===== src/sv/psqe_pkg.sv =====
`timescale 1ns / 1ps
// ----------------------------------------------------------------------------
// psqe_pkg
// Shared types and constants of the parcel queue engine.
// ----------------------------------------------------------------------------
package psqe_pkg;

  localparam int NUM_LINKS_DEF = 256;
  localparam int POOL_SIZE_DEF = 4096;

  localparam logic [16:0] STEP_RESET = 17'd300;
  localparam logic [23:0] TOL_RESET  = 24'd3;

  localparam logic CFG_STEP = 1'b0;
  localparam logic CFG_TOL  = 1'b1;

  typedef enum logic [1:0] {
    FN_DRAIN   = 2'd0,
    FN_RELEASE = 2'd1,
    FN_APPEND  = 2'd2,
    FN_REVERSE = 2'd3
  } func_t;

  typedef enum logic [4:0] {
    ST_IDLE,
    ST_CLEAR,
    ST_MUL,
    ST_LRD,
    ST_LWAIT,
    ST_DISPATCH,
    ST_DR_RD,
    ST_DR_WAIT,
    ST_DR_MUL,
    ST_DR_ACC,
    ST_RL_RD,
    ST_RL_WAIT,
    ST_RL_MUL,
    ST_RL_DIV,
    ST_RL_WR,
    ST_AP_FREE,
    ST_AP_WAIT,
    ST_AP_WR,
    ST_RV_RD,
    ST_RV_WAIT,
    ST_RV_WR,
    ST_LWR,
    ST_OUT
  } state_t;

endpackage


===== src/sv/psqe_div.sv =====
`timescale 1ns / 1ps
// ----------------------------------------------------------------------------
// psqe_div
// Restoring divider, one quotient bit per cycle.
// ----------------------------------------------------------------------------
module psqe_div
  import psqe_pkg::*;
#(
  parameter int NW = 58,
  parameter int DW = 33
) (
  input  logic          clk,
  input  logic          rst_n,
  input  logic          start,
  input  logic [NW-1:0] num,
  input  logic [DW-1:0] den,
  output logic          done,
  output logic [NW-1:0] quo
);

  localparam int CW = $clog2(NW + 1);

  logic [NW-1:0] q_r, q_nxt;
  logic [DW:0]   rem_r, rem_nxt;
  logic [DW-1:0] den_r, den_nxt;
  logic [CW-1:0] cnt_r, cnt_nxt;
  logic          busy_r, busy_nxt;
  logic          done_r, done_nxt;
  logic [DW:0]   sh;

  always_comb begin
    q_nxt    = q_r;
    rem_nxt  = rem_r;
    den_nxt  = den_r;
    cnt_nxt  = cnt_r;
    busy_nxt = busy_r;
    done_nxt = 1'b0;
    sh       = {rem_r[DW-1:0], q_r[NW-1]};
    if (start) begin
      q_nxt    = num;
      rem_nxt  = '0;
      den_nxt  = den;
      cnt_nxt  = CW'(NW);
      busy_nxt = 1'b1;
    end else if (busy_r) begin
      q_nxt = {q_r[NW-2:0], 1'b0};
      if (sh >= {1'b0, den_r}) begin
        rem_nxt  = sh - {1'b0, den_r};
        q_nxt[0] = 1'b1;
      end else begin
        rem_nxt = sh;
      end
      cnt_nxt = cnt_r - 1'b1;
      if (cnt_r == CW'(1)) begin
        busy_nxt = 1'b0;
        done_nxt = 1'b1;
      end
    end
  end

  always_ff @(posedge clk) begin
    if (!rst_n) begin
      busy_r <= 1'b0;
      done_r <= 1'b0;
      cnt_r  <= '0;
    end else begin
      busy_r <= busy_nxt;
      done_r <= done_nxt;
      cnt_r  <= cnt_nxt;
    end
    q_r   <= q_nxt;
    rem_r <= rem_nxt;
    den_r <= den_nxt;
  end

  assign done = done_r;
  assign quo  = q_r;

endmodule


===== config.mk =====
export PLATFORM = sky130hd
export DESIGN_NAME = psqe_div
export DESIGN_NICKNAME = d
export VERILOG_FILES = /design/src/sv/psqe_pkg.sv /design/src/sv/psqe_div.sv
export SDC_FILE = /design/constraint.sdc
export NUM_CORES = 1
export LEC_CHECK = 0
export BUFFER_PORTS_ARGS = -buffer_cell sky130_fd_sc_hd__buf_4
export CORE_MARGIN = 2
export CORE_UTILIZATION = 35
export DETAILED_ROUTE_END_ITERATION = 16
export PLACE_DENSITY = 0.61
export SLEW_MARGIN = 5
export SYNTH_ARGS = -nofsm -noshare
export SYNTH_HDL_FRONTEND = slang
export SYNTH_SLANG_ARGS = --single-unit
export TNS_END_PERCENT = 100

===== constraint.sdc =====
create_clock -name clk -period 3 [get_ports clk]
set_clock_uncertainty 0.05 [all_clocks]
set_input_delay 0.6 -clock clk [delete_from_list [all_inputs] [get_ports clk]]
set_output_delay 0.6 -clock clk [all_outputs]
set_load 0.05 [all_outputs]

==> metrics <==
final period utilization 104%; largest net degree at the start of global routing between 60 and 70; Initial Utilization 35.3%; GR Layer Usage met1 between 20% and 30%; reg-to-reg startpoint quo[57]$_DFFE_PP_; CP startpoint kind flip-flop; worst hold start den[5]; Row Count 52; Yosys reg bits 132; peak supply drop between 300 and 400 uV; run status complete, but fails checks; Total GRT Usage 16.6%; Crit path depth 14; Vias 5538; global-route wire length before repair 28500 um; Net Count, Synth between 700 and 800; GRT busiest layer met2; vias in the first global route between 5000 and 6000; failing checks setup timing; clock-pin slew on the worst setup and hold paths approximately 0.07 ns; DPL Wire Length roughly 13000 um; Clock Sinks ~130; htree depth 4; CP Buf/Inv Count 3; kind of critical path flip-flop to flip-flop; Power, Total roughly 5.6 mW; GR Util met2 a little over a quarter; gp weighted congestion around 0.85; Yosys warning count 0; max-cap check violation count 0; Top Family by Delay on Critical Path compound AO/OA/AOI/OAI gates; cells along the critical path inv_1 > ha_1 > inv_1 > fa_2 > a21oi_2 > o22a_1 > a21oi_2 > o41a_1 > a211oi_4 > buf_4 > nand3b_1 > o21ai_1 > a2111o_1 > a21oi_1; most used flip-flop cell after synthesis edfxtp_1; final worst setup slack -0.125 ns; post-synth cell types around 50; Hold Path Class input pin to flip-flop; Power Dens Cells around 600 nW/um^2; hold_ws between 0.2 and 0.3 ns; Finished Core Util between 40% and 50%; final WL between 15000 and 20000 um; Fin. Hold Viols 0; Post-synth EDFFs between 90 and 100; Max Clock Freq 320 MHz; Clock Tree Root clkbuf_16; IO Port Bufs between 150 and 200; RSZ-0062 raised after global routing yes; post-synthesis sequential area ratio 50.0%; setup violators final 6; CP Data Arrival Time 3.43 ns; remaining routing DRC violations 0; die area ~21000 um^2; worst setup path start quo[57]$_DFFE_PP_; synthesized instance count ~660; die height between 100 and 150 um; critical-path maximum fanout 4; area grow syn2layout 32.8%; clock period minus worst slack about 3.1 ns; Iter 0 DRT Violations between 300 and 400; Max Transition Viols Final 0; GR Overflow Total 0; CTS buffer count 17; Clk Latency, worst-skew pair 0.42 ns; initial antenna violation count 0; Rel. slew slack between 70% and 80%; Post-synth ARST share 0%; Synth Cell Area roughly 7000 um^2; DR WL/cell ~16 um; CP max stage cell o41a_1; CTS tree yes; Worst Hold Depth 1; number of detailed-route iterations in the first pass 4; CP Capture Type flip-flop; FF-to-FF path depth 14; Req. time, crit path approximately 3.3 ns; grt met3 use 7.38%; Final ANT Viol Nets 0; Tightest Pin Transition around 0.44 ns; layout cells sized above 1 roughly a third; DR vias/cell roughly 5; Final nets slightly below 1000; core area 20100 um^2; Avg Inst Size Synth around 11 um^2; Max stage delay on crit path about 0.43 ns; antenna fix cells 0; Top-Level Pins between 150 and 200; Longest Clk Path Bufs 2; die width ~150 um; Pleak ~4.0 nW
==> per-layer routing <==
metal	share of wire, %	up-vias
li1	-	2793
met1	45	2581
met2	46	156
met3	8.5	8
met4	0.62	0
met5	0	-
==> final cells by class <==
type | count | area, um^2
fillers | 1903 | 10700
clock buffers | 17 | 425
flip-flops and latches | 132 | 3550
inverters | 47 | 176
repair buffers | 194 | 1530
well taps | 270 | 338
multi-input cells | 450 | 3280
clock inverters | 15 | 133
==> cells in the mapped netlist, types with 2 or more instances <==
library cell | n | share of area, %
inv_1 | 46 | 2.4
xnor2_1 | 18 | 2.2
a21boi_0 | 2 | 0.21
buf_1 | 2 | 0.11
a211o_1 | 2 | 0.25
mux2_2 | 58 | 9.2
or3_1 | 3 | 0.26
buf_2 | 3 | 0.21
nor3_1 | 12 | 0.85
a31oi_1 | 4 | 0.35
or2_2 | 2 | 0.18
xor2_1 | 15 | 1.8
a211oi_1 | 26 | 2.7
nand3_1 | 9 | 0.63
o21bai_1 | 6 | 0.63
and4_1 | 2 | 0.25
nand4b_1 | 3 | 0.37
nand2b_1 | 2 | 0.18
edfxtp_1 | 91 | 38
nor2b_1 | 4 | 0.35
o211ai_1 | 4 | 0.42
nand4_1 | 7 | 0.62
clkbuf_1 | 27 | 1.4
a31o_2 | 2 | 0.25
nor2_1 | 55 | 2.9
nand2_1 | 33 | 1.7
o21a_1 | 7 | 0.74
o21ai_0 | 25 | 1.8
mux2i_1 | 12 | 1.7
a21oi_1 | 61 | 4.3
a21o_1 | 11 | 1.2
nand3b_1 | 5 | 0.53
nor4_1 | 4 | 0.35
and3_1 | 7 | 0.62
ha_1 | 35 | 6.2
dfxtp_1 | 41 | 12
==> timing repair <==
action / in CTS / in global routing
pin swaps: 5 / 16
endpoints found under the setup margin: 30 / 34
gates resized for setup: 4 / 9
hold buffers: 0 / 0
cloned: 0 / 0
setup buffers: 10 / 2
==> registers in the layout, summed over array words and instances, names as in the netlist <==
register and cells:
quo 58, den_r 33, rem_r 33, cnt_r 6, busy_r 1, done 1
==> placed cells by master, fill, tap and decap left out, drive strengths merged, types with 7 or more instances in the layout <==
master  instances
ha             35
nand2          33
a211oi         27
clkbuf         17
xnor2          18
mux2           58
inv            58
nor2           55
a21oi          62
nand3           9
o21a            7
edfxtp         91
xor2           15
nand4           7
mux2i          12
buf           194
o21ai          26
and3            7
dfxtp          41
nor3           12
a21o           11
==> through the flow <==
| stage | std cells | setup slack [ns] | instance area, um^2 | TNS (ns) |
|---|---|---|---|---|
| after floorplan | 661 | -0.320 | 7130 | -7.61 |
| after global placement | 1082 | -0.157 | 8750 | -1.11 |
| after detailed placement | 1082 | -0.221 | 8750 | -2.90 |
| after CTS | 1123 | -0.136 | 9390 | -0.304 |
| after global routing | 1125 | -0.283 | 9430 | -4.00 |
| final | 1125 | -0.125 | 9430 | -0.272 |
==> cells by family after synthesis <==
kind of cell               count (synthesis)  share of synthesized area, %
muxes                                     70                          10.9
adders and majority gates                 36                          6.44
buffers and inverters                     79                          4.23
and+or+nand+nor                          148                          9.83
AOI/OAI and AO/OA                        163                          14.5
xor gates and xnor gates                  33                          4.07
DFF                                      132                          50.0
==> worst paths after layout <==
path	end	slack [ns]
min	den_r[5]$_DFFE_PP_	0.30
min reg2reg	rem_r[6]$_SDFFE_PP0P_	0.45
max	rem_r[29]$_SDFFE_PP0P_	-0.13
max reg2reg	rem_r[29]$_SDFFE_PP0P_	-0.13
==> where the power goes <==
part	leakage [nW]	switching [mW]	internal (mW)	total, mW
Clock	0.277	0.904	1.10	2.00
Sequential	1.24	0.0936	2.14	2.23
Combinational	2.49	0.814	0.584	1.40
Total	4.01	1.81	3.81	5.63
Power figures use the tool's default switching activity.
